## config.mk

```make
export PLATFORM = sky130hd
export DESIGN_NAME = pwlm_datapath
export DESIGN_NICKNAME = d
export VERILOG_FILES = /design/src/rtl/core/pwlm_pkg.sv /design/src/rtl/core/pwlm_div.sv /design/src/rtl/core/pwlm_datapath.sv
export SDC_FILE = /design/constraint.sdc
export NUM_CORES = 2
export LEC_CHECK = 0
export BUFFER_PORTS_ARGS = -buffer_cell sky130_fd_sc_hd__buf_2
export CAP_MARGIN = 20
export CELL_PAD_IN_SITES_DETAIL_PLACEMENT = 0
export CELL_PAD_IN_SITES_GLOBAL_PLACEMENT = 1
export CORE_AREA = 8 8 287 289
export DETAILED_ROUTE_END_ITERATION = 6
export DIE_AREA = 0 0 295 297
export GPL_TIMING_DRIVEN = 0
export PLACE_DENSITY_LB_ADDON = 0.1
export SLEW_MARGIN = 10
export SYNTH_ARGS = -nofsm -noshare
export SYNTH_HDL_FRONTEND = slang
export SYNTH_SLANG_ARGS = --single-unit
```

## constraint.sdc

```tcl
create_clock -name clk -period 10.6 [get_ports clk]
set_clock_uncertainty 0.05 [all_clocks]
set_input_delay 0 -clock clk [delete_from_list [all_inputs] [get_ports clk]]
set_output_delay 0 -clock clk [all_outputs]
set_load 0.01 [all_outputs]
```

## src/rtl/core/pwlm_pkg.sv

```systemverilog
// ----------------------------------------------------------------------------
// pwlm_pkg
// Shared types, constants and helpers for the pressure-weighted layer mean.
// ----------------------------------------------------------------------------
package pwlm_pkg;

  localparam int PresW  = 17;
  localparam int ValW   = 24;
  localparam int IdxW   = 6;
  localparam int MaxLayersOut = 63;
  localparam int DefMaxPoints = 256;
  localparam int DefMaxLevels = 64;

  // Trapezoid sum width: |v+v| < 2^25, dp < 2^18 signed, up to ~4k terms
  localparam int SumW   = 58;
  localparam int ThickW = 19;  // 2*thickness, signed

  localparam logic [1:0] CMD_CLEAR   = 2'd0;
  localparam logic [1:0] CMD_POINT   = 2'd1;
  localparam logic [1:0] CMD_LEVEL   = 2'd2;
  localparam logic [1:0] CMD_COMPUTE = 2'd3;

  // controller -> datapath commands
  typedef struct packed {
    logic layer_start;  // load bounds of current layer, clear sum
    logic point_acc;    // apply point read data if inside layer
    logic top_acc;      // add closing trapezoid of layer
    logic div_start;    // start divider
  } pwlm_cmd_t;

  // datapath -> controller status
  typedef struct packed {
    logic div_done;
  } pwlm_sts_t;

endpackage

```

## src/rtl/core/pwlm_div.sv

```systemverilog
// ----------------------------------------------------------------------------
// pwlm_div
// Signed restoring divider, one quotient bit per cycle, truncating toward
// zero, with 24-bit saturation of the quotient.
// ----------------------------------------------------------------------------
module pwlm_div
  import pwlm_pkg::*;
(
  input  logic                    clk,
  input  logic                    rst,
  input  logic                    start,
  input  logic signed [SumW-1:0]  dividend,
  input  logic signed [ThickW-1:0] divisor,
  output logic                    done,
  output logic signed [ValW-1:0]  quotient
);

  localparam int CntW = $clog2(SumW + 1);

  logic            busy;
  logic [CntW-1:0] cnt;
  logic [SumW-1:0] q;     // shifts out dividend bits, in quotient bits
  logic [ThickW:0] rem;
  logic [ThickW-1:0] dmag;
  logic            neg;
  logic [ThickW:0] trial;
  logic [ThickW:0] rem_sh;
  logic [SumW-1:0] qs;

  assign rem_sh = {rem[ThickW-1:0], q[SumW-1]};
  assign trial  = rem_sh - {1'b0, dmag};

  always_ff @(posedge clk) begin
    if (rst) begin
      busy <= 1'b0;
      done <= 1'b0;
    end else begin
      done <= 1'b0;
      if (start) begin
        busy <= 1'b1;
        cnt  <= CntW'(SumW);
        q    <= dividend[SumW-1] ? SumW'(-dividend) : dividend;
        dmag <= divisor[ThickW-1] ? ThickW'(-divisor) : divisor;
        neg  <= dividend[SumW-1] ^ divisor[ThickW-1];
        rem  <= '0;
      end else if (busy) begin
        if (!trial[ThickW]) begin
          rem <= trial;
          q   <= {q[SumW-2:0], 1'b1};
        end else begin
          rem <= rem_sh;
          q   <= {q[SumW-2:0], 1'b0};
        end
        cnt <= cnt - 1'b1;
        if (cnt == CntW'(1)) begin
          busy <= 1'b0;
          done <= 1'b1;
        end
      end
    end
  end

  // sign fix and saturation (magnitude fits SumW unsigned bits)
  assign qs = neg ? SumW'(-q) : q;
  always_comb begin
    if (!neg && q > SumW'(24'h7FFFFF)) quotient = 24'sh7FFFFF;
    else if (neg && q > SumW'(24'h800000)) quotient = -24'sh800000;
    else quotient = qs[ValW-1:0];
  end

endmodule

```

## src/rtl/core/pwlm_datapath.sv

```systemverilog
// ----------------------------------------------------------------------------
// pwlm_datapath
// Layer bounds, trapezoid accumulator and mean divider.
// ----------------------------------------------------------------------------
module pwlm_datapath
  import pwlm_pkg::*;
(
  input  logic                   clk,
  input  logic                   rst,
  input  pwlm_cmd_t              cmd,
  input  logic [PresW-1:0]       lo_p,    // level k read data
  input  logic signed [ValW-1:0] lo_v,
  input  logic [PresW-1:0]       hi_p,    // level k+1 read data
  input  logic signed [ValW-1:0] hi_v,
  input  logic [PresW-1:0]       pt_p,
  input  logic signed [ValW-1:0] pt_v,
  output pwlm_sts_t              sts,
  output logic                   zero_thick,
  output logic signed [ValW-1:0] mean
);

  logic [PresW-1:0]       bot_p, top_p, prev_p;
  logic signed [ValW-1:0] top_v, prev_v;
  logic signed [SumW-1:0] sum;
  logic signed [SumW-1:0] sum_next;
  logic signed [ThickW-1:0] thick2;
  logic in_layer;
  logic signed [ValW:0]   vsum;
  logic signed [PresW:0]  dp;
  logic [PresW-1:0]       end_p;
  logic signed [ValW-1:0] end_v;
  logic signed [ValW+PresW+1:0] prod;
  logic signed [ValW+PresW+1:0] prod_r;
  logic                   prod_vld;
  logic signed [ValW-1:0] qout;

  assign in_layer = (pt_p > top_p) && (pt_p < bot_p);
  assign end_p  = cmd.top_acc ? top_p : pt_p;
  assign end_v  = cmd.top_acc ? top_v : pt_v;
  assign vsum   = (ValW+1)'(end_v) + (ValW+1)'(prev_v);
  assign dp     = $signed({1'b0, prev_p}) - $signed({1'b0, end_p});
  assign prod   = vsum * dp;

  // running sum including the product still in the pipeline register
  assign sum_next = prod_vld ? sum + SumW'(prod_r) : sum;

  // one term per cycle: product registered, summed next cycle
  always_ff @(posedge clk) begin
    if (rst) begin
      prod_vld <= 1'b0;
    end else begin
      prod_vld <= (cmd.point_acc && in_layer) || cmd.top_acc;
    end
    prod_r <= prod;
    if (cmd.layer_start) begin
      bot_p  <= lo_p;
      prev_p <= lo_p;
      prev_v <= lo_v;
      top_p  <= hi_p;
      top_v  <= hi_v;
      thick2 <= ThickW'($signed({1'b0, lo_p}) - $signed({1'b0, hi_p})) <<< 1;
      sum    <= '0;
    end else begin
      if ((cmd.point_acc && in_layer) || cmd.top_acc) begin
        prev_p <= end_p;
        prev_v <= end_v;
      end
      if (prod_vld) sum <= sum_next;
    end
  end

  pwlm_div u_div (
    .clk      (clk),
    .rst      (rst),
    .start    (cmd.div_start),
    .dividend (sum_next),
    .divisor  (thick2),
    .done     (sts.div_done),
    .quotient (qout)
  );

  assign zero_thick = (thick2 == '0);
  assign mean       = zero_thick ? '0 : qout;

endmodule

```

==> flow_metrics.tcl <==
set metrics [dict create \
    status "completed" \
    maxCapViolCount 0 \
    grt_overflow 0 \
    fmax_ghz 0.09857 \
    clk_path_buf_depth 3 \
    synth_area_leaders "fa_1 (23%), edfxtp_1 (17%), ha_1 (9.1%)" \
    grt_max_degree 47 \
    post_dp_cell_area_um2 40790 \
    core_um2 77970 \
    drv_slew 0 \
    fin_nets 5414 \
    rows 103 \
    crit_buf_inv 6 \
    antenna_found_initial 2 \
    top_level_ports 155 \
    cp_slowest_cell "fa_1" \
    place_ws_ns -1.475 \
    synth.distinct_cells 96 \
    cts.sinks 323 \
    wirelength_mm 117.0 \
    start_kind "register" \
    synth_area_per_cell_um2 9.104 \
    syn-num-nets 5073 \
    syn_inst 4219 \
    ys_seq_area_share_pct 22.54 \
    r2r_slack_ns 0.46 \
    design.die.area_um2 87620 \
    firstDrtPassIters 6 \
    cts_tree "yes" \
    grt_usage_pct 26.53 \
    synth_compound_gate_area_share_pct 12.12 \
    critPathCaptureType "register" \
    holdPathStages 2 \
    synth_edf_count 219 \
    syn_area_um2 38410 \
    critPathLaunch "top_v[0]" \
    clk_pin_slew_ns 0.06 \
    synth.area.mux_share_pct 4.368 \
    setup_violations 0 \
    cts_root_buffer "clkbuf_16" \
    dieWidth_um 295 \
    io_buffer_count 152 \
    worst_pin_slew_ns 1.171 \
    drt-initial-drc-count 1780 \
    async_flop_share_pct 0 \
    n_antenna_cell 0 \
    wl_per_cell_um 20.73 \
    worstPathMaxFanout 10 \
    postLayoutCellArea_um2 43840 \
    hold_path.startpoint "hi_v[5]" \
    synth-seq-cells 323 \
    synth_common_cells "inv_1 (675), fa_1 (445), nand2_1 (422)" \
    dpl.hpwl_mm 95.18 \
    gp_congestion 0.9192 \
    grt_pass1_wl_mm 181.5 \
    drive_gt1_share_pct 10.25 \
    final.fill_count 7136 \
    utilization_pct 56.22 \
    rsz0062_at_grt "true" \
    yosys_warnings 0 \
    critPathKind "reg2reg" \
    vias 30580 \
    required_ns 11.07 \
    hp-class "in2reg" \
    post-synth-top-area-fraction_pct 23.19 \
    finalWorstSetupSlack_ns 0.4550 \
    reg2regPathDepth 40 \
    grt_pass1_vias 31190 \
    synth.most_common_cell "inv_1" \
    drc 0 \
    cts_buffers 41 \
    setup_tns_ns 0 \
    synth-xor-area-share_pct 4.811 \
    max-slew-margin-rel_pct 19.72 \
    cpLargestDelayFamily "adder cells" \
    syn_to_final_growth_pct 14.12 \
    synthAdderAreaFrac_pct 32.31 \
    min_to "top_v[5]" \
    synth_top_family_by_area "adder cells" \
    synth_ff_type "edfxtp_1" \
    arrival_ns 10.61 \
    reg2reg_from "top_v[0]" \
    viasPerCell 5.418 \
    r2r-end "prod_r[41]" \
    die_y_um 297 \
    synthSimpleGateAreaFrac_pct 15.55 \
    insertion_delay_ns 0.59 \
    fin_crit_ns 10.14 \
    synth_area_leader_cell "fa_1" \
    hold_viol 0 \
    ant_nets 0 \
    slowest_delay_ns 0.57 \
    crit_top_cell "fa_1" \
    initial_core_util_pct 49.26 \
    h-tree-depth 2 \
    timing.final.crit_share_pct 95.71 \
]
==> layer usage <==
| metal | vias up | GRT usage [%] | wire (µm) |
|---|---|---|---|
| li1 | 14680 | - | - |
| met1 | 14860 | 35.52 | 51750 |
| met2 | 830 | 43.36 | 53700 |
| met3 | 210 | 3.835 | 6544 |
| met4 | 0 | 10.03 | 4977 |
| met5 | - | 0 | 0 |
==> metrics by stage <==
step / instances / hold slack, ns
2_1_floorplan: 4219 / 0.02802
3_3_place_gp: 5421 / 0.1259
3_5_place_dp: 5440 / 0.1281
4_1_cts: 5639 / 0.04485
5_1_grt: 5643 / 0.06113
6_report: 5643 / 0.08240
==> registers in the layout, summed over array words and instances, names as in the netlist <==
name / count
prod_r: 43
prev_v: 24
sum: 58
u_div.dmag: 18
top_p: 17
u_div.neg: 1
u_div.rem: 19
u_div.done: 1
prev_p: 17
u_div.cnt: 6
u_div.q: 58
u_div.busy: 1
top_v: 24
prod_vld: 1
bot_p: 17
thick2: 18
==> cells by family (layout without fill, tap and decap cells) <==
family                   count (synthesis)  count (layout)
AO/OA/AOI/OAI                          694             694
XOR/XNOR                               211             211
adder cells (fa/ha/maj)                725             725
buffers and inverters                  821            1195
flip-flops                             323             323
multiplexers                           156             156
AND/OR/NAND/NOR                       1289            1289
==> layout make-up <==
cell class | count | area, µm² | share of cell area (%)
buffer | 138 | 661.9 | 1.510
clock buffer | 53 | 1155 | 2.635
clock inverter | 23 | 297.8 | 0.6793
inverter | 677 | 2545 | 5.806
multi-input combinational | 3075 | 26880 | 61.33
sequential | 323 | 8658 | 19.75
tap | 1050 | 1314 | 2.997
timing repair buffer | 304 | 2321 | 5.295
==> timing repair <==
action | CTS | global route
pin swaps | 1 | 1
buffers inserted | 2 | 3
hold buffers | 126 | 0
gates resized for setup | 33 | 60
hold endpoints to repair | 179 | 0
setup endpoints to repair | 11 | 11
==> worst max-delay path by stage <==
stage | to | slack (ns) | cells after the start
floorplan | prod_r[41] | 0.90 | 41
global placement | prod_r[41] | -1.47 | 41
detailed placement | prod_r[41] | -1.47 | 42
CTS | prod_r[42] | 0.05 | 38
global route | prod_r[42] | -0.03 | 37
finish | prod_r[41] | 0.46 | 40
==> cells in the final DEF, fill, tap and decap left out, types with 64 or more instances in the layout <==
cell type and n:
mux2i_1 64, mux2_2 89, nor2_1 393, o21ai_0 123
dlygate4sd3_1 126, a21oi_1 174, inv_1 674, xnor2_1 144
dfxtp_1 104, clkbuf_1 90, edfxtp_1 219, fa_1 443
a21o_1 76, nand2b_1 72, ha_1 279, nor3_1 67
nand2_1 422, buf_2 162
Power is left out: the tool's default activity adds up to more than one toggle a clock period on the data nets, which glitch-free logic cannot reach.
