$ cat src/rtl/core/pwlm_ram.sv
// ----------------------------------------------------------------------------
// pwlm_ram
// Generic single-port-write, single-read RAM with registered read data.
// ----------------------------------------------------------------------------
module pwlm_ram #(
  parameter int Width = 8,
  parameter int Depth = 16
) (
  input  logic                     clk,
  input  logic                     we,
  input  logic [$clog2(Depth)-1:0] waddr,
  input  logic [Width-1:0]         wdata,
  input  logic [$clog2(Depth)-1:0] raddr,
  output logic [Width-1:0]         rdata
);

  logic [Width-1:0] mem [Depth];

  always_ff @(posedge clk) begin
    if (we) begin
      mem[waddr] <= wdata;
    end
    rdata <= mem[raddr];
  end

endmodule

$ cat config.mk
export PLATFORM = sky130hd
export DESIGN_NAME = pwlm_ram
export DESIGN_NICKNAME = d
export VERILOG_FILES = /design/src/rtl/core/pwlm_ram.sv
export SDC_FILE = /design/constraint.sdc
export NUM_CORES = 1
export LEC_CHECK = 0
export BUFFER_PORTS_ARGS = -buffer_cell sky130_fd_sc_hd__buf_2
export CELL_PAD_IN_SITES_DETAIL_PLACEMENT = 2
export CELL_PAD_IN_SITES_GLOBAL_PLACEMENT = 2
export CORE_ASPECT_RATIO = 0.75
export CORE_MARGIN = 4
export CORE_UTILIZATION = 50
export CTS_BUF_LIST = sky130_fd_sc_hd__clkbuf_8
export CTS_CLUSTER_DIAMETER = 50
export CTS_CLUSTER_SIZE = 14
export DETAILED_ROUTE_END_ITERATION = 12
export PLACE_DENSITY = 0.78
export SLEW_MARGIN = 20
export SYNTH_ARGS = -nofsm -noshare
export SYNTH_HDL_FRONTEND = slang
export SYNTH_SLANG_ARGS = --single-unit
$ cat constraint.sdc
create_clock -name clk -period 2.2 [get_ports clk]
set_clock_uncertainty 0.15 [all_clocks]
set_input_delay 0.22 -clock clk [delete_from_list [all_inputs] [get_ports clk]]
set_output_delay 0.22 -clock clk [all_outputs]
set_load 0.1 [all_outputs]
==> results of run 1 <==
==> cell families (layout without fill, tap and decap cells) <==
group / count (synthesis) / in the layout / synth area share (%)
and+or+nand+nor: 35 / 35 / 3.18
DFF: 136 / 136 / 77.8
muxes: 32 / 32 / 15.0
AOI/OAI and AO/OA: 16 / 16 / 2.33
buffers and inverters: 10 / 80 / 1.68
==> repair_timing <==
item,CTS,global route
gates resized for setup,0,0
hold buffers,4,0
endpoints found under the hold margin,50,0
==> per-layer routing <==
metal | up-vias | global-route usage (%) | wire length (µm)
li1 | 1088 | - | -
met1 | 1504 | 41.5 | 6930
met2 | 175 | 44.6 | 7530
met3 | 25 | 7.04 | 1300
met4 | 0 | 10.9 | 352
met5 | - | 0 | 0
==> metrics by stage <==
stage	setup WS [ns]	hold slack, ns	instance area (µm²)	power (mW)
4_1_cts	0.502	0.000513	5940	5.46
5_1_grt	0.364	0.0132	5940	5.67
3_3_place_gp	0.387	0.456	5530	3.35
3_5_place_dp	0.275	0.472	5530	3.39
2_1_floorplan	0.337	0.169	5150	3.24
6_report	0.461	0.0242	5940	5.51
==> state kept, by name (all words and copies together) (netlist names) <==
name   count
mem      128
rdata      8
==> final cells by class <==
cell class | count | area (µm²)
Timing Repair Buffer | 49 | 340
Tap cell | 132 | 165
Multi-Input combinational cell | 83 | 1060
Sequential cell | 136 | 4000
Clock inverter | 14 | 143
Fill cell | 778 | 3910
Clock buffer | 17 | 234
==> worst max-delay path, cell delays in order, from the launching register on <==
cell,delay (ns)
edfxtp_1,0.43
mux4_1,0.60
a22oi_1,0.28
nand2_1,0.14
==> power groups by stage <==
| stage | registers [mW] | logic, mW | clock network, mW |
|---|---|---|---|
| floorplan | 3.09 | 0.147 | 0 |
| global placement | 2.96 | 0.388 | 0 |
| detailed placement | 2.97 | 0.411 | 0 |
| CTS | 2.92 | 0.425 | 2.12 |
| global route | 2.93 | 0.454 | 2.28 |
| finish | 2.93 | 0.433 | 2.15 |
==> final timing paths <==
check	start	to	slack, ns	cells after the start
worst max-delay path	mem[10][2]$_DFFE_PP_	rdata[2]$_DFF_P_	0.46	3
worst min-delay path	wdata[7]	mem[14][7]$_DFFE_PP_	0.02	1
worst max register to register	mem[10][2]$_DFFE_PP_	rdata[2]$_DFF_P_	0.46	3
worst min register to register	mem[4][5]$_DFFE_PP_	rdata[5]$_DFF_P_	0.56	3
==> placed cells by master, fill, tap and decap left out, types with 2 or more instances in the layout <==
cell type | synthesis | final
edfxtp_1 | 128 | 128
buf_2 | 3 | 25
mux4_2 | 18 | 18
nor3_1 | 4 | 4
nand2b_1 | 2 | 2
inv_1 | 0 | 3
clkbuf_8 | 0 | 17
dfxtp_1 | 8 | 8
nand2_1 | 9 | 9
clkinv_2 | 0 | 6
dlygate4sd3_1 | 0 | 4
nand3b_1 | 2 | 2
buf_4 | 1 | 18
a22oi_1 | 16 | 16
mux4_1 | 14 | 14
nor2_1 | 13 | 13
bufinv_16 | 0 | 3
buf_12 | 0 | 2
==> metrics.cfg, run 1 <==
[routing]
drtIter0Drc=351
drc=0
wire_per_inst_um=37.4
drt-pass1-iter-count=5
ant_nets=0
via_count=2792
routed_wl_mm=16.1
viasPerCell=6.48

[worst_hold_path]
hold_path_class=in -> reg

[floorplan]
rows=31
die_area_mm2=0.0120
die_h_um=95.9
initial_core_util_pct=52.2
fp.dieW_um=125
ios=26
core_mm2=0.00985

[layout]
antenna_cells=0
drive_above_1_share_pct=30.4
areaGrowthSynthToFinish_pct=15.5
nets=305
fin_cells=431
utilization_pct=60.3

[setup_path]
crit_required_ns=2.37
startpoint_type=flip-flop
critPathMaxFanout=1
critPathKind=reg -> reg
crit_arrival_ns=1.91
worstSetupEndpointType=flip-flop

[power]
p_leak_nw=2.03
ir_drop_uv=474
clockPowerShare_pct=39.0
sw_frac_of_total_pct=25.5
power_frac_comb_pct=7.9
p_switching_mw=1.41
p_int_mw=4.10
seqPwrFrac_pct=53.1
powerDensity_mw_per_mm2=927

[grt]
antenna_found_initial=0
gr-usage-all-layers_pct=29.2
overflow=0
grt_max_degree=33
grt_pass1_wl_mm=23.3
grt_pass1_vias=2952

[logic_synthesis]
netlist_area_mm2=0.00515
yosys-top-cells-area=edfxtp_1 (75%), mux4_2 (7.9%), mux4_1 (7.1%), dfxtp_1 (3.1%), a22oi_1 (2.3%)
synth_enable_flop_cells=128
synth_most_common_cell=edfxtp_1
syn_inst=229
netlist_top_cells_count=edfxtp_1 (128), mux4_2 (18), a22oi_1 (16)
yosys.area.top_type_share_pct=74.7
ys_types=19
synth_top_flop_cell=edfxtp_1
synth.net_count=247
syn_area_per_cell_um2=22.5
ys_seq_area_share_pct=77.8
ys_seq_elements=136
synth-async-reset-ratio_pct=0
synth_area_leader_cell=edfxtp_1
ys_warn_count=0

[sta]
max-slew-margin-rel_pct=66.1
slew_violations=0
finalCritPeriodShare_pct=79.0
setup-tns-final_ns=0
fin_crit_ns=1.74
rsz0062_at_grt=false
setup_viol_count_final=0
fmax_ghz=0.575
finalHoldViolCount=0
tightest_slew_ns=0.512

[placed_design]
dp_hpwl_mm=8.32
portBuffers=25
placed_cells=396
gp_congestion=0.682

[clocking]
clk_path_buf_depth=2
cts-root-buf=clkbuf_8
postCtsSetupRepairBufs=0
clock_sinks=136
clk_latency_ns=0.46
cts.clk_slew.worst_paths_ns=0.09
cts_made_buffers=17
cts_tree=yes
htree_levels=4

[run_status]
status=finished clean

[run]
drv_cap=0

(Power assumes the default switching activity.)
==> run 2: changes to the inputs <==
Settings changed: CORE_UTILIZATION 50 to 45, PLACE_DENSITY 0.78 to 0.74.
Clock period 2.2 ns to 1.5 ns, I/O delays scaled along.
==> metrics.cfg, run 2 (synthesis results as in run 1) <==
[setup_path]
crit_required_ns=1.67  ; -0.70 ns
r2r_cells=3  ; unchanged
cp_top_family=multiplexers
critPathBufInv=0  ; unchanged
startpoint_type=flip-flop
cp_slowest_cell=mux4_2
rrSetupSlack_ns=0.04  ; -0.42 ns
crit_chain=mux4_2, a22oi_1, nand2_1
r2r-end=rdata[6]$_DFF_P_
crit_arrival_ns=1.63  ; -0.28 ns
max_stage_delay_ns=0.49  ; -0.11 ns
critPathMaxFanout=1  ; unchanged
critPathKind=reg -> reg
crit_cells=3  ; unchanged
crit-reg2reg-launch=mem[7][6]$_DFFE_PP_
worstSetupEndpointType=flip-flop

[grt]
grt_pass1_vias=2848  ; -3.5%
gr-usage-all-layers_pct=19.5  ; -9.7 points
grt_pass1_wl_mm=18.3  ; -21%
antenna_found_initial=0  ; unchanged
overflow=0  ; unchanged
grt_max_degree=21  ; -36%

[layout]
largest_reg_flops=128  ; unchanged
nets=314  ; +3.0%
layout_common_cells=edfxtp_1 (128), buf_4 (27), mux4_2 (25)
areaGrowthSynthToFinish_pct=18.8
final_common_cell=edfxtp_1
drive_above_1_share_pct=37.2  ; +6.8 points
antenna_cells=0  ; unchanged
top_register=mem
biggestRegsByFlops=mem: 128 flops, rdata: 8 flops
num-fill-cells=932  ; +20%
fin_area_mm2=0.00611  ; +2.9%

[sta]
finalCritPeriodShare_pct=97.3  ; +18 points
rsz0062_at_grt=true
fin_crit_ns=1.46  ; -0.279 ns
tightest_slew_ns=1.17  ; +0.656 ns
fmax_ghz=0.685  ; +19%
setup-tns-final_ns=0  ; unchanged
slew_violations=0  ; unchanged
finalHoldViolCount=0  ; unchanged
setup_viol_count_final=0  ; unchanged
max-slew-margin-rel_pct=22.0  ; -44 points

[placed_design]
placed_area_mm2=0.00559  ; +1.2%
dp_hpwl_mm=7.86  ; -5.5%
portBuffers=25  ; unchanged
gp_congestion=0.720  ; +5.6%

[floorplan]
core_mm2=0.0111  ; +12%
die_area_mm2=0.0132  ; +10%
fp.dieW_um=131  ; +5.1%
die_h_um=101  ; +5.0%
initial_core_util_pct=46.5  ; -5.7 points
rows=33  ; +6.5%
ios=26  ; unchanged

[power]
ir_drop_uv=560  ; +18%
powerDensity_mw_per_mm2=1300  ; +41%
power_mw=7.97  ; +45%
p_leak_nw=2.05  ; +0.83%

[routing]
ant_nets=0  ; unchanged
drc=0  ; unchanged
via_count=2534  ; -9.2%
routed_wl_mm=12.1  ; -25%
drt-pass1-iter-count=4  ; -1
wire_per_inst_um=27.0  ; -28%
drtIter0Drc=258  ; -26%
viasPerCell=5.64  ; -13%

[clocking]
cts_tree=yes
clk_path_buf_depth=2  ; unchanged
clk_latency_ns=0.44  ; -0.02 ns
cts_made_buffers=17  ; unchanged
htree_levels=4  ; unchanged
cts.clk_slew.worst_paths_ns=0.08  ; about the same
clock_sinks=136  ; unchanged
cts-root-buf=clkbuf_8

[worst_hold_path]
min_to=mem[0][4]$_DFFE_PP_
whs_path_depth=3  ; +2
hold_path_class=in -> reg
hp-start=waddr[0]

[run]
drv_cap=0  ; unchanged

[run_status]
status=finished clean

## run 2: cell types whose count changed in the layout (fill, tap and decap cells not counted), moves of 4 or more
cell	previous run	this run
a22oi_1	16	5
a22oi_2	0	11
buf_4	18	27
buf_2	25	17
mux4_1	14	7
mux4_2	18	25
clkinv_2	6	2
dlygate4sd3_1	4	8
## run 2: worst max-delay path by stage
stage                          endpoint                start  slack [ns]
finish                 rdata[6]$_DFF_P_  mem[7][6]$_DFFE_PP_        0.04
global route           rdata[5]$_DFF_P_  mem[0][5]$_DFFE_PP_      -0.009
CTS                    rdata[3]$_DFF_P_  mem[1][3]$_DFFE_PP_       0.001
detailed placement     rdata[5]$_DFF_P_             raddr[0]       -0.29
global placement       rdata[5]$_DFF_P_             raddr[0]       -0.24
floorplan           mem[3][0]$_DFFE_PP_             waddr[2]       -0.07
## run 2: timing repair
action	CTS	global route
setup endpoints to repair	10	9
resized for setup	12	14
hold buffers	8	0
pin swaps	0	2
hold endpoints to repair	128	0
setup buffers	0	0
## run 2: metrics by stage
step	util [%]	hold WS, ns	setup slack (ns)	instances
2_1_floorplan	-	0.0989	-0.0661	229
3_3_place_gp	50.5	0.390	-0.242	409
3_5_place_dp	50.5	0.411	-0.294	409
4_1_cts	55.1	0.101	0.00119	449
5_1_grt	55.3	0.137	-0.00857	449
6_report	55.3	0.131	0.0399	449
## run 2: layer usage
| layer | GRT usage (%) | vias to the layer above | routed length (µm) |
|---|---|---|---|
| li1 | - | 1100 | - |
| met1 | 26.2 | 1352 | 5350 |
| met2 | 32.0 | 72 | 6030 |
| met3 | 5.54 | 10 | 668 |
| met4 | 4.60 | 0 | 89 |
| met5 | 0 | - | 0 |
## run 2: area by class of cell
type | instances | area (µm²) | area share (%)
clock buffer | 17 | 234 | 3.83
clock inverter | 15 | 160 | 2.62
multi-input combinational | 83 | 1090 | 17.8
sequential | 136 | 4000 | 65.5
tap | 140 | 175 | 2.86
timing repair buffer | 58 | 450 | 7.37
## run 2: power by group
group          leakage (nW)  switching, mW  internal, mW
Sequential             1.22         0.0340          4.24
Clock                 0.197           1.42          1.62
Combinational         0.628          0.433         0.223
Total                  2.05           1.89          6.08
## run 2: worst register-to-register path: stages (launching register included)
cell,delay [ns]
edfxtp_1,0.41
mux4_2,0.49
a22oi_1,0.19
nand2_1,0.10
==> run 3: changes to the inputs <==
Settings changed: PLACE_DENSITY 0.74 to unset, PLACE_DENSITY_LB_ADDON set to 0.1.
==> metrics.cfg, run 3 (synthesis results as in run 1) <==
[setup_path]
cp_top_family=multiplexers
critPathBufInv=0  ; unchanged
r2r-end=rdata[3]$_DFF_P_
crit_start=mem[9][3]$_DFFE_PP_
rrSetupSlack_ns=0.02  ; -0.02 ns
crit_arrival_ns=1.65  ; +0.02 ns
max_stage_delay_ns=0.54  ; +0.05 ns
crit_cells=3  ; unchanged
crit_required_ns=1.67  ; about the same
cp-endpoint=rdata[3]$_DFF_P_
cp_slowest_cell=mux4_1
crit-reg2reg-launch=mem[9][3]$_DFFE_PP_
critPathMaxFanout=1  ; unchanged
critPathKind=reg -> reg
startpoint_type=flip-flop
r2r_cells=3  ; unchanged
crit_chain=mux4_1, a22oi_1, nand2_1
worstSetupEndpointType=flip-flop

[routing]
drt-pass1-iter-count=4  ; unchanged
via_count=2611  ; +3.0%
wire_per_inst_um=27.3  ; +1.1%
routed_wl_mm=12.3  ; +1.6%
drtIter0Drc=261  ; +1.2%
viasPerCell=5.79  ; +2.6%
drc=0  ; unchanged
ant_nets=0  ; unchanged

[clocking]
cts.clk_slew.worst_paths_ns=0.07  ; about the same
clk_latency_ns=0.44  ; about the same
cts_tree=yes
cts-root-buf=clkbuf_8
clock_sinks=136  ; unchanged
cts_made_buffers=17  ; unchanged
clk_path_buf_depth=2  ; unchanged
htree_levels=4  ; unchanged

[sta]
setup_viol_count_final=0  ; unchanged
max-slew-margin-rel_pct=37.9  ; +16 points
finalCritPeriodShare_pct=98.7  ; +1.4 points
tightest_slew_ns=0.929  ; -0.239 ns
finalHoldViolCount=0  ; unchanged
rsz0062_at_grt=true
slew_violations=0  ; unchanged
fin_crit_ns=1.48  ; +0.0211 ns
fmax_ghz=0.675  ; -1.4%

[layout]
antenna_cells=0  ; unchanged
final_common_cell=edfxtp_1
areaGrowthSynthToFinish_pct=19.8
num-fill-cells=948  ; +1.7%
biggestRegsByFlops=mem: 128 flops, rdata: 8 flops
top_register=mem
nets=316  ; +0.64%
largest_reg_flops=128  ; unchanged
multi_input_area_mm2=0.00108  ; -1.0%
drive_above_1_share_pct=34.4  ; -2.8 points
ff_latch_area_mm2=0.00400  ; unchanged
layout_common_cells=edfxtp_1 (128), buf_4 (30), mux4_2 (20)
utilization_pct=55.7  ; +0.46 points

[grt]
grt_pass1_vias=2861  ; +0.46%
gr-usage-all-layers_pct=20.3  ; +0.87 points
grt_pass1_wl_mm=18.9  ; +3.2%
overflow=0  ; unchanged
antenna_found_initial=0  ; unchanged
grt_max_degree=20  ; -4.8%

[placed_design]
dp_hpwl_mm=7.86  ; about the same
portBuffers=25  ; unchanged
gp_congestion=0.687  ; -4.7%

[worst_hold_path]
hold_path_class=in -> reg

[floorplan]
fp.dieW_um=131  ; unchanged
ios=26  ; unchanged
rows=33  ; unchanged
die_area_mm2=0.0132  ; unchanged
core_mm2=0.0111  ; unchanged
initial_core_util_pct=46.5  ; unchanged
die_h_um=101  ; unchanged

[run]
drv_cap=0  ; unchanged

[power]
powerDensity_mw_per_mm2=1340  ; +2.9%
p_switching_mw=1.86  ; -1.7%
power_mw=8.27  ; +3.8%
p_int_mw=6.42  ; +5.5%
p_leak_nw=2.10  ; +2.3%
seqPwrFrac_pct=51.7  ; -2.0 points
sw_frac_of_total_pct=22.4  ; -1.2 points
ir_drop_uv=573  ; +2.3%
power_frac_comb_pct=7.8  ; -0.4 points
clockPowerShare_pct=40.5  ; +2.4 points

[run_status]
status=finished clean

run 3: cell count changes in the layout (fill, tap and decap cells not counted):
cell,change
mux4_2,-5
buf_4,+3
mux4_1,+5
a22oi_1,+6
a22oi_2,-6
clkbuf_4,-1
bufinv_16,+2
inv_6,-1
inv_1,-1
run 3: through the flow:
step / hold WS [ns] / instance area [µm²] / TNS (ns) / instances / setup WS, ns
after global placement: 0.390 / 5610 / -2.59 / 411 / -0.211
after global routing: 0.125 / 6170 / -0.215 / 451 / -0.0681
final: 0.134 / 6170 / 0 / 451 / 0.0188
after detailed placement: 0.409 / 5610 / -4.44 / 411 / -0.254
after floorplan: 0.0989 / 5150 / -1.98 / 229 / -0.0661
after CTS: 0.104 / 6150 / -0.0117 / 451 / -0.00862
run 3: tightest hold or removal path, cell delays in order:
cell,delay (ns)
buf_2,0.15
nor3_2,0.06
buf_4,0.18
run 3: how the worst min path moves through the flow:
| stage | from | end | depth (start not counted) |
|---|---|---|---|
| 4_1_cts | waddr[0] | mem[0][6]$_DFFE_PP_ | 3 |
| 5_1_grt | waddr[0] | mem[0][5]$_DFFE_PP_ | 3 |
| 3_3_place_gp | wdata[5] | mem[14][5]$_DFFE_PP_ | 1 |
| 3_5_place_dp | wdata[5] | mem[15][5]$_DFFE_PP_ | 1 |
| 6_report | waddr[0] | mem[0][5]$_DFFE_PP_ | 3 |
| 2_1_floorplan | wdata[0] | mem[0][0]$_DFFE_PP_ | 0 |
run 3: per-layer routing:
metal	routed length, µm	track usage, %	up-vias
met5	0	0	-
met4	182	7.43	0
met2	6120	33.2	80
met3	574	4.99	16
li1	-	-	1111
met1	5450	27.0	1404
run 3: area by class of cell:
cell class	count	share of cell area [%]
sequential	136	64.9
multi-input combinational	83	17.5
timing repair buffer	60	7.55
clock buffer	17	3.79
clock inverter	15	3.37
tap	140	2.84
run 3: repair_timing:
action                                  4_1_cts  5_1_grt
pin swaps                                     2        0
endpoints found under the setup margin       10        8
cloned                                        0        0
hold buffers                                  8        0
resized for setup                            10        5
endpoints found under the hold margin       128        0
buffers inserted                              0        0
run 3: power by group through the flow:
stage | sequential [mW] | combinational [mW] | clock [mW]
after floorplan | 4.53 | 0.216 | 0
after global placement | 4.35 | 0.597 | 0
after detailed placement | 4.36 | 0.614 | 0
after CTS | 4.28 | 0.653 | 3.44
after global routing | 4.28 | 0.692 | 3.61
final | 4.27 | 0.649 | 3.35
