## config.mk

```make
export PLATFORM = sky130hd
export DESIGN_NAME = pwlm_ctrl
export DESIGN_NICKNAME = d
export VERILOG_FILES = /design/src/rtl/core/pwlm_pkg.sv /design/src/rtl/core/pwlm_ctrl.sv
export SDC_FILE = /design/constraint.sdc
export NUM_CORES = 1
export LEC_CHECK = 0
export BUFFER_PORTS_ARGS = -buffer_cell sky130_fd_sc_hd__buf_4
export CORE_ASPECT_RATIO = 1.5
export CORE_UTILIZATION = 40
export DETAILED_ROUTE_END_ITERATION = 12
export SETUP_SLACK_MARGIN = 0.5
export SYNTH_ARGS = -nofsm -noshare
export SYNTH_HDL_FRONTEND = slang
export SYNTH_SLANG_ARGS = --single-unit
```

## constraint.sdc

```tcl
create_clock -name clk -period 3 [get_ports clk]
set_input_delay 0.3 -clock clk [delete_from_list [all_inputs] [get_ports clk]]
set_output_delay 0.3 -clock clk [all_outputs]
set_load 0.05 [all_outputs]
```

## src/rtl/core/pwlm_pkg.sv

```systemverilog
// ----------------------------------------------------------------------------
// pwlm_pkg
// Shared types, constants and helpers for the pressure-weighted layer mean.
// ----------------------------------------------------------------------------
package pwlm_pkg;

  localparam int PresW  = 17;
  localparam int ValW   = 24;
  localparam int IdxW   = 6;
  localparam int MaxLayersOut = 63;
  localparam int DefMaxPoints = 256;
  localparam int DefMaxLevels = 64;

  // Trapezoid sum width: |v+v| < 2^25, dp < 2^18 signed, up to ~4k terms
  localparam int SumW   = 58;
  localparam int ThickW = 19;  // 2*thickness, signed

  localparam logic [1:0] CMD_CLEAR   = 2'd0;
  localparam logic [1:0] CMD_POINT   = 2'd1;
  localparam logic [1:0] CMD_LEVEL   = 2'd2;
  localparam logic [1:0] CMD_COMPUTE = 2'd3;

  // controller -> datapath commands
  typedef struct packed {
    logic layer_start;  // load bounds of current layer, clear sum
    logic point_acc;    // apply point read data if inside layer
    logic top_acc;      // add closing trapezoid of layer
    logic div_start;    // start divider
  } pwlm_cmd_t;

  // datapath -> controller status
  typedef struct packed {
    logic div_done;
  } pwlm_sts_t;

endpackage

```

## src/rtl/core/pwlm_ctrl.sv

```systemverilog
// ----------------------------------------------------------------------------
// pwlm_ctrl
// Sequencer: loads, clears and the layer walk of a compute request.
// ----------------------------------------------------------------------------
module pwlm_ctrl
  import pwlm_pkg::*;
#(
  parameter int MaxPoints = DefMaxPoints,
  parameter int MaxLevels = DefMaxLevels,
  localparam int PaW = $clog2(MaxPoints),
  localparam int LaW = $clog2(MaxLevels),
  localparam int PcW = $clog2(MaxPoints + 1),
  localparam int LcW = $clog2(MaxLevels + 1)
) (
  input  logic             clk,
  input  logic             rst,
  input  logic             in_valid,
  output logic             in_ready,
  input  logic [1:0]       in_cmd,
  input  logic [PresW-1:0] min_p,
  input  logic [PresW-1:0] hi_p,     // level k+1 pressure, later level k+2
  output logic             pt_we,
  output logic [PaW-1:0]   pt_waddr,
  output logic [PaW-1:0]   pt_raddr,
  output logic             lv_we,
  output logic [LaW-1:0]   lv_waddr,
  output logic [LaW-1:0]   lv_raddr_lo,
  output logic [LaW-1:0]   lv_raddr_hi,
  output pwlm_cmd_t        cmd,
  input  pwlm_sts_t        sts,
  output logic             res_valid,
  input  logic             res_ready,
  output logic [IdxW-1:0]  res_idx,
  output logic             res_none,
  output logic             res_last,
  output logic             ovf
);

  localparam logic [2:0] S_IDLE  = 3'd0;
  localparam logic [2:0] S_LREAD = 3'd1;  // level read in flight
  localparam logic [2:0] S_CHECK = 3'd2;  // test upper level, start layer
  localparam logic [2:0] S_PTS   = 3'd3;  // stream points
  localparam logic [2:0] S_TOP   = 3'd4;  // closing trapezoid
  localparam logic [2:0] S_DIV   = 3'd5;
  localparam logic [2:0] S_OUT   = 3'd6;
  localparam logic [2:0] S_ACC   = 3'd7;  // last term lands, divide starts

  logic [2:0]     state;
  logic [PcW-1:0] pcnt;
  logic [LcW-1:0] lcnt;
  logic [LaW-1:0] k;
  logic [PcW-1:0] pi;        // point address issued
  logic           pv;        // point read data valid
  logic [IdxW:0]  n;
  logic           accept;
  logic           more;

  assign in_ready = (state == S_IDLE);
  assign accept   = in_valid && in_ready;
  assign pt_we    = accept && in_cmd == CMD_POINT && pcnt < PcW'(MaxPoints);
  assign lv_we    = accept && in_cmd == CMD_LEVEL && lcnt < LcW'(MaxLevels);
  assign pt_waddr = pcnt[PaW-1:0];
  assign lv_waddr = lcnt[LaW-1:0];
  assign pt_raddr = pi[PaW-1:0];
  assign lv_raddr_lo = k;
  // upper bound for the layer start, then the next layer's upper level
  assign lv_raddr_hi = (state == S_LREAD) ? LaW'(k + 1'b1) : LaW'(k + 2'd2);

  // another layer after k exists and qualifies, and the result count limit is not reached
  assign more = (LcW'(k) + LcW'(2) < lcnt) && (hi_p >= min_p) &&
                (n + 1'b1 < (IdxW+1)'(MaxLayersOut));

  always_comb begin
    cmd = '0;
    cmd.layer_start = (state == S_CHECK) && (hi_p >= min_p);
    cmd.point_acc   = (state == S_PTS) && pv;
    cmd.top_acc     = (state == S_TOP);
    cmd.div_start   = (state == S_ACC);
  end

  always_ff @(posedge clk) begin
    if (rst) begin
      state     <= S_IDLE;
      pcnt      <= '0;
      lcnt      <= '0;
      ovf       <= 1'b0;
      res_valid <= 1'b0;
      k         <= '0;
      n         <= '0;
      pv        <= 1'b0;
    end else begin
      case (state)
        S_IDLE: begin
          if (accept) begin
            case (in_cmd)
              CMD_CLEAR: begin
                pcnt <= '0;
                lcnt <= '0;
                ovf  <= 1'b0;
              end
              CMD_POINT: begin
                if (pt_we) pcnt <= pcnt + 1'b1;
                else ovf <= 1'b1;
              end
              CMD_LEVEL: begin
                if (lv_we) lcnt <= lcnt + 1'b1;
                else ovf <= 1'b1;
              end
              default: begin
                k <= '0;
                n <= '0;
                if (lcnt < LcW'(2)) begin
                  res_valid <= 1'b1;
                  res_idx   <= '0;
                  res_none  <= 1'b1;
                  res_last  <= 1'b1;
                  state     <= S_OUT;
                end else begin
                  state <= S_LREAD;
                end
              end
            endcase
          end
        end
        S_LREAD: state <= S_CHECK;
        S_CHECK: begin
          if (hi_p >= min_p) begin
            pi    <= '0;
            pv    <= 1'b0;
            state <= S_PTS;
          end else begin
            res_valid <= 1'b1;
            res_idx   <= '0;
            res_none  <= (n == '0);
            res_last  <= 1'b1;
            state     <= S_OUT;
          end
        end
        S_PTS: begin
          // issue one address per cycle; its data lands in the next cycle
          pv <= (pi < pcnt);
          if (pi < pcnt) pi <= pi + 1'b1;
          else if (!pv) state <= S_TOP;
        end
        S_TOP: state <= S_ACC;
        S_ACC: state <= S_DIV;
        S_DIV: begin
          if (sts.div_done) begin
            res_valid <= 1'b1;
            res_idx   <= IdxW'(k);
            res_none  <= 1'b0;
            res_last  <= !more;
            state     <= S_OUT;
          end
        end
        S_OUT: begin
          if (res_ready) begin
            res_valid <= 1'b0;
            if (res_last) begin
              state <= S_IDLE;
            end else begin
              n     <= n + 1'b1;
              k     <= k + 1'b1;
              state <= S_LREAD;
            end
          end
        end
        default: state <= S_IDLE;
      endcase
    end
  end

endmodule

```

==> results.cfg, run 1 <==
[run_status]
status = finished, final reports clean

[synthesis]
synth_adder_area_share_pct = 13.9
synth-seq-cells = 52
synth_top_family_by_area = simple AND/OR/NAND/NOR gates
yosys-mux-area-fraction_pct = 0.796
synth-edff-count = 17
postSynth.topFlopCell = sky130_fd_sc_hd__dfxtp_1
post_synth_inst_count = 454
synth_xor_xnor_area_share_pct = 6.04
yosys.area.top_type = sky130_fd_sc_hd__dfxtp_1
postSynthNetCount = 537
mappedNetlistArea_um2 = 3770
syn_area_per_cell_um2 = 8.31
synth.area.top_cells = sky130_fd_sc_hd__dfxtp_1 19%, sky130_fd_sc_hd__ha_1 14%, sky130_fd_sc_hd__edfxtp_1 14%
synthSimpleGateAreaFrac_pct = 22.0
async_reset_ff_share_pct = 0
netlist.area_leader.share_pct = 18.6
netlist-cell-type-count = 54
sequential_fraction_of_the_synthesis_area_pct = 32.1
synth-compound-area-share_pct = 14.3
synth_warnings = 0

[timing]
timing.final.max_slew_violations = 0
grt_setup_unrepaired = no
final_critical_delay_including_setup_and_external_delays_ns = 2.33
timing_worst_slew_pin_value_ns = 0.637
final_period_util_pct = 77.6
max-slew-margin-rel_pct = 57.5
timing_hold_violations_final = 0
clock.fmax_ghz = 0.430
setup_viol = 0
fin_skew_ns = 0.00724
fin_tns_setup_ns = 0

[detailed_routing]
routed_wl_mm = 9.18
drtAntennaViolNets = 0
routedWlPerCell_um = 14.4
detailedRoute.firstIterationViolations = 103
total_drc_errors_in_the_routed_layout = 0
post_dr_vias_cell = 5.27
firstDrtPassIters = 4
vias = 3363

[layout]
most_common_cell_after_layout_fill_and_taps_aside = sky130_fd_sc_hd__buf_4
layout_common_cells = 101 x sky130_fd_sc_hd__buf_4, 47 x sky130_fd_sc_hd__nor2_1, 45 x sky130_fd_sc_hd__inv_1, 42 x sky130_fd_sc_hd__ha_1, 35 x sky130_fd_sc_hd__nand2_1
finalNetCount = 608
final_layout_size_suffix_gt1_share_pct = 23.8
postLayoutCellArea_um2 = 4630
area_growth_pct = 22.7
antenna_cells = 0

[clocking]
cts-root-to-sink-buffers = 2
worst_setup_hold_path_clk_slew_ns = 0.07
post_cts.repair.setup_buffers = 0
clock_sinks = 52
h_tree_levels = 2
cts_hold_buffers = 0
cts_made_buffers = 5
post_cts.resized_instances = 0
clock_tree_from_tritoncts = built
ctsRootBufferMaster = sky130_fd_sc_hd__clkbuf_16
clk-insertion-delay-late_ns = 0.30

[power]
power-per-cell-area_nw_per_um2 = 535
leakage_power_nw = 2.01
peakVddDrop_uv = 303

[setup_path]
cp-end-kind = output pin
worstPathCellList = buf_4 > ha_1 > nand4_1 > o41ai_2 > a221o_1 > nand3_1 > inv_2 > buf_4
start_kind = input port
worst-path-max-fanout = 4
worstSetupPathType = in -> out
slowest_delay_ns = 0.36
timing.critical_path.required_ns = 2.70
worst_ep_arrival_time_ns = 2.03
crit_buf_inv = 3
critical-path-slowest-cell = sky130_fd_sc_hd__o41ai_2
timing.critical_path.mode_cell = sky130_fd_sc_hd__buf_4
timing.critical_path.max_delay_family = compound AO/OA/AOI/OAI gates

[floorplan]
fp.dieH_um = 121
rows = 43
pin_count = 92
initial_core_util_pct = 41.0
design.core.area_um2 = 9200
design.die.area_um2 = 9830
chipWidth_um = 81.3

[global_route]
pin_count_of_the_biggest_net_entering_global_routing = 29
number_of_antenna_violations_at_the_first_check_in_global_routing = 0
grt_remaining_overflow = 0
grt_pass1_vias = 3306
groute.usage.overall_pct = 20.3
grt_pass1_wl_mm = 15.4

[placed_design]
port_buffers = 91
dpl_cell_area_um2 = 4460
dp_hpwl_mm = 7.43
place.gp.congestion = 0.808

[min_path]
timing.hold.worst.class = in -> reg

[run]
max_cap_violations = 0
## worst reg2reg max path: cells and delay by family, from the launching register on
kind            cells  cell delay, ns
compound gates      3            0.41
xor+xnor            1            0.18
fa+ha+maj           2            0.54
flops               1            0.54
simple gates        2            0.26
## logic make-up (layout without fill, tap and decap cells)
kind of cell             count (synthesis)  after routing
AND/OR/NAND/NOR                        164            164
AO/OA/AOI/OAI                           84             84
buffers and inverters                   83            155
flip-flops                              52             52
adder cells (fa/ha/maj)                 42             42
XOR/XNOR                                26             26
multiplexers                             3              3
## final timing paths
check	start	end	slack (ns)	cells past startpoint
max reg2reg	lv_raddr_lo[2]$_SDFFE_PP0P_	res_last$_SDFFCE_PP1P_	0.79	8
min reg2reg	res_valid$_SDFFE_PP0P_	res_valid$_SDFFE_PP0P_	0.49	2
max	hi_p[8]	cmd[3]	0.67	8
min	rst	ovf$_SDFFE_PP0P_	0.37	2
## sequential cells by signal, indices dropped and copies added (netlist names)
name and count:
lcnt 7, lv_raddr_lo 6, n 7, ovf 1
pcnt 9, pi 9, pv 1, res_idx 6
res_last 1, res_none 1, res_valid 1, state 3
## cell usage after synthesis (all sizes together), types with 3 or more instances
master  count
a211o       4
a211oi      3
a21oi      34
a311oi      6
a31oi       4
and2        3
and3       13
buf        26
clkbuf     11
dfxtp      35
edfxtp     17
ha         42
inv        46
mux2i       3
nand2      35
nand2b     10
nand3      23
nand3b      4
nand4       7
nor2       47
nor2b       3
nor3        6
nor4        4
o21ai      18
xnor2      17
xor2        9
## metrics by stage
| step | util, % | power [mW] | hold WS (ns) | setup WS, ns | cells |
|---|---|---|---|---|---|
| after floorplan | - | 1.59 | 0.450 | 0.523 | 454 |
| after global placement | 48.5 | 1.88 | 0.470 | 0.459 | 630 |
| after detailed placement | 48.5 | 1.89 | 0.474 | 0.407 | 630 |
| after CTS | 50.2 | 2.50 | 0.381 | 0.537 | 638 |
| after global routing | 50.3 | 2.63 | 0.396 | 0.538 | 638 |
| final | 50.3 | 2.48 | 0.373 | 0.673 | 638 |
## report_power, final
group	internal, mW	leakage, nW	total [mW]	switching, mW
Clock	0.322	0.0767	0.604	0.282
Sequential	0.794	0.437	0.878	0.0842
Combinational	0.350	1.50	0.995	0.646
## layout make-up
| type | instances | area (um^2) |
|---|---|---|
| fill | 898 | 4570 |
| multi-input combinational | 319 | 2190 |
| sequential | 52 | 1210 |
| timing repair buffer | 101 | 758 |
| inverter | 46 | 173 |
| tap | 112 | 140 |
| clock buffer | 5 | 125 |
| clock inverter | 3 | 28.8 |
## routing by layer
layer	vias to the layer above	routed length, um	GRT usage, %
met1	1551	3430	20.7
met4	0	300	9.60
met5	-	0	0
met3	18	396	3.83
met2	101	5060	38.1
li1	1693	-	-
(Power assumes the default switching activity.)
==> run 2: changes to the inputs <==
Settings changed: ABC_AREA from default to 1.
Clock period 3 ns to 2.4 ns, I/O delays scaled along.
==> run 2 against run 1 <==
Effect of this change: setup slack lost 0.16 ns; worst hold slack lost 0.088 ns; combinational power grew 77%; wire length grew 0.94%; critical endpoint is now lv_raddr_hi[4]; critical path depth shrank 1; non-clock buffer count grew 17; sequential power grew 28%; clock skew shrank 0.0018 ns; highest routed layer unchanged; utilization grew 7.6 points.
==> results.cfg, run 2 <==
[run_status]
status = finished, final reports clean

[floorplan]
initial_core_util_pct = 41.4
pin_count = 92
design.core.area_um2 = 9310
fp.dieH_um = 122
design.die.area_um2 = 10000
rows = 43
chipWidth_um = 82.2

[setup_path]
crit_buf_inv = 2
timing.reg2reg.worst_path_depth = 7
worstPathCellList = buf_4 > ha_1 > nand3_1 > xor2_2 > nand2_1 > o21ai_2 > buf_6
cp.depth = 7
worstSetupPathType = reg -> out
timing.critical_path.max_delay_family = flip-flops
timing.critical_path.required_ns = 2.16
cp-end-kind = output pin
worst_ep_arrival_time_ns = 1.65
slowest_delay_ns = 0.36
start_kind = flip-flop
critical-path-slowest-cell = sky130_fd_sc_hd__dfxtp_4
worst-path-max-fanout = 4

[clocking]
h_tree_levels = 2
clk-insertion-delay-late_ns = 0.30
clock_sinks = 52
ctsRootBufferMaster = sky130_fd_sc_hd__clkbuf_16
worst_setup_hold_path_clk_slew_ns = 0.07
clock_tree_from_tritoncts = built
cts-root-to-sink-buffers = 2
cts_hold_buffers = 0
cts_made_buffers = 5

[synthesis]
synth.area.top_cells = sky130_fd_sc_hd__dfxtp_1 18%, sky130_fd_sc_hd__ha_1 14%, sky130_fd_sc_hd__edfxtp_1 13%
synth-seq-cells = 52
netlist-cell-type-count = 41
postSynthNetCount = 605
async_reset_ff_share_pct = 0
sequential_fraction_of_the_synthesis_area_pct = 31.4
synth_warnings = 0
netlist.area_leader.share_pct = 18.2
synth-edff-count = 17
synthMostInstantiatedCell = sky130_fd_sc_hd__nand2_1
synth_common_cells = 91 x sky130_fd_sc_hd__nand2_1, 87 x sky130_fd_sc_hd__inv_1, 63 x sky130_fd_sc_hd__nor2_1, 44 x sky130_fd_sc_hd__a21oi_1, 42 x sky130_fd_sc_hd__ha_1
yosys.area.top_type = sky130_fd_sc_hd__dfxtp_1
postSynth.topFlopCell = sky130_fd_sc_hd__dfxtp_1
mappedNetlistArea_um2 = 3850
syn_area_per_cell_um2 = 7.38
post_synth_inst_count = 522

[detailed_routing]
routedWlPerCell_um = 12.6
post_dr_vias_cell = 4.93
firstDrtPassIters = 4
vias = 3619
routed_wl_mm = 9.27
detailedRoute.firstIterationViolations = 118
drtAntennaViolNets = 0
total_drc_errors_in_the_routed_layout = 0

[timing]
final_critical_delay_including_setup_and_external_delays_ns = 1.89
final_period_util_pct = 78.7
fin_skew_ns = 0.00539
clock.fmax_ghz = 0.530
setup_viol = 0
timing_hold_violations_final = 0
grt_setup_unrepaired = yes
timing.final.max_slew_violations = 0
max-slew-margin-rel_pct = 75.4
timing_worst_slew_pin_value_ns = 0.367
hold_slack_ns = 0.285
fin_tns_setup_ns = 0

[min_path]
timing.hold.worst_path_depth = 2
timing.hold.worst.class = in -> reg

[global_route]
groute.usage.overall_pct = 19.4
grt_remaining_overflow = 0
grt_pass1_vias = 3465
grt_pass1_wl_mm = 15.0
number_of_antenna_violations_at_the_first_check_in_global_routing = 0
pin_count_of_the_biggest_net_entering_global_routing = 19

[layout]
final_layout_size_suffix_gt1_share_pct = 39.1
layout_common_cells = 113 x sky130_fd_sc_hd__buf_4, 79 x sky130_fd_sc_hd__nand2_1, 67 x sky130_fd_sc_hd__inv_1, 56 x sky130_fd_sc_hd__nor2_1, 38 x sky130_fd_sc_hd__a21oi_1
utilization_pct = 57.9
fillerInstances = 874
layout_top_registers = pcnt (9), pi (9)
antenna_cells = 0
most_common_cell_after_layout_fill_and_taps_aside = sky130_fd_sc_hd__buf_4
area_growth_pct = 39.8
finalNetCount = 704

[power]
internal_power_mw = 2.08
leakage_power_nw = 2.40
switching_share_pct = 43.2
peakVddDrop_uv = 573
power-per-cell-area_nw_per_um2 = 680
total_switching_power_mw = 1.58
power.share.sequential_pct = 30.7
power.combinational.fraction_pct = 48.1
relative_contribution_of_the_clock_network_to_total_power_pct = 21.2

[placed_design]
place.gp.congestion = 0.875
dp_hpwl_mm = 7.21
port_buffers = 91

[run]
max_cap_violations = 0
-- run 2: logic make-up (layout without fill, tap and decap cells) --
family / count (synthesis) / in the layout / share of synthesized area [%]
AO/OA/AOI/OAI: 80 / 80 / 11.4
XOR/XNOR: 11 / 11 / 2.50
adder cells (fa/ha/maj): 42 / 42 / 13.6
buffers and inverters: 119 / 219 / 13.9
flip-flops: 52 / 52 / 31.4
AND/OR/NAND/NOR: 218 / 218 / 27.2
-- run 2: path summary, 6_finish.rpt --
| check | startpoint | endpoint | slack (ns) |
|---|---|---|---|
| setup reg to reg | pi[7]$_SDFFCE_PN0P_ | pi[6]$_SDFFCE_PN0P_ | 0.51 |
| hold reg to reg | ovf$_SDFFE_PP0P_ | ovf$_SDFFE_PP0P_ | 0.45 |
| hold / removal | rst | state[0]$_SDFFE_PP0P_ | 0.28 |
| setup / recovery | lv_raddr_lo[1]$_SDFFE_PP0P_ | lv_raddr_hi[4] | 0.51 |
-- run 2: area by class of cell --
type	instances	area [um^2]	area share (%)
Clock buffer	6	150	2.79
Clock inverter	2	12.5	0.232
Inverter	93	390	7.24
Multi-Input combinational cell	351	2540	47.2
Sequential cell	52	1240	23.0
Tap cell	112	140	2.60
Timing Repair Buffer	118	913	16.9
-- run 2: metrics by stage --
stage / cell area (um^2) / power (mW) / worst slack [ns] / cells
after detailed placement: 4850 / 2.73 / 0.299 / 703
after CTS: 5140 / 3.58 / 0.451 / 720
after global placement: 4850 / 2.72 / 0.356 / 703
final: 5390 / 3.66 / 0.512 / 734
after global routing: 5390 / 3.90 / 0.422 / 734
after floorplan: 4180 / 2.34 / 0.350 / 522
-- run 2: power by group through the flow --
stage | Clock, mW | Combinational (mW) | Sequential (mW)
after floorplan | 0 | 1.09 | 1.24
after global placement | 0 | 1.59 | 1.13
after detailed placement | 0 | 1.60 | 1.13
after CTS | 0.802 | 1.66 | 1.11
after global routing | 0.834 | 1.93 | 1.14
final | 0.778 | 1.76 | 1.12
-- run 2: repair_timing --
item | in CTS | in global routing
endpoints found under the setup margin | 15 | 29
setup buffers | 9 | 14
pin swaps | 4 | 16
resized for setup | 14 | 37
-- run 2: layer usage --
layer | part of all wire [%] | global-route usage [%] | vias to the layer above
li1 | - | - | 1866
met1 | 40 | 21.6 | 1640
met2 | 52 | 34.8 | 96
met3 | 4.9 | 3.20 | 17
met4 | 2.5 | 8.99 | 0
met5 | 0 | 0 | -
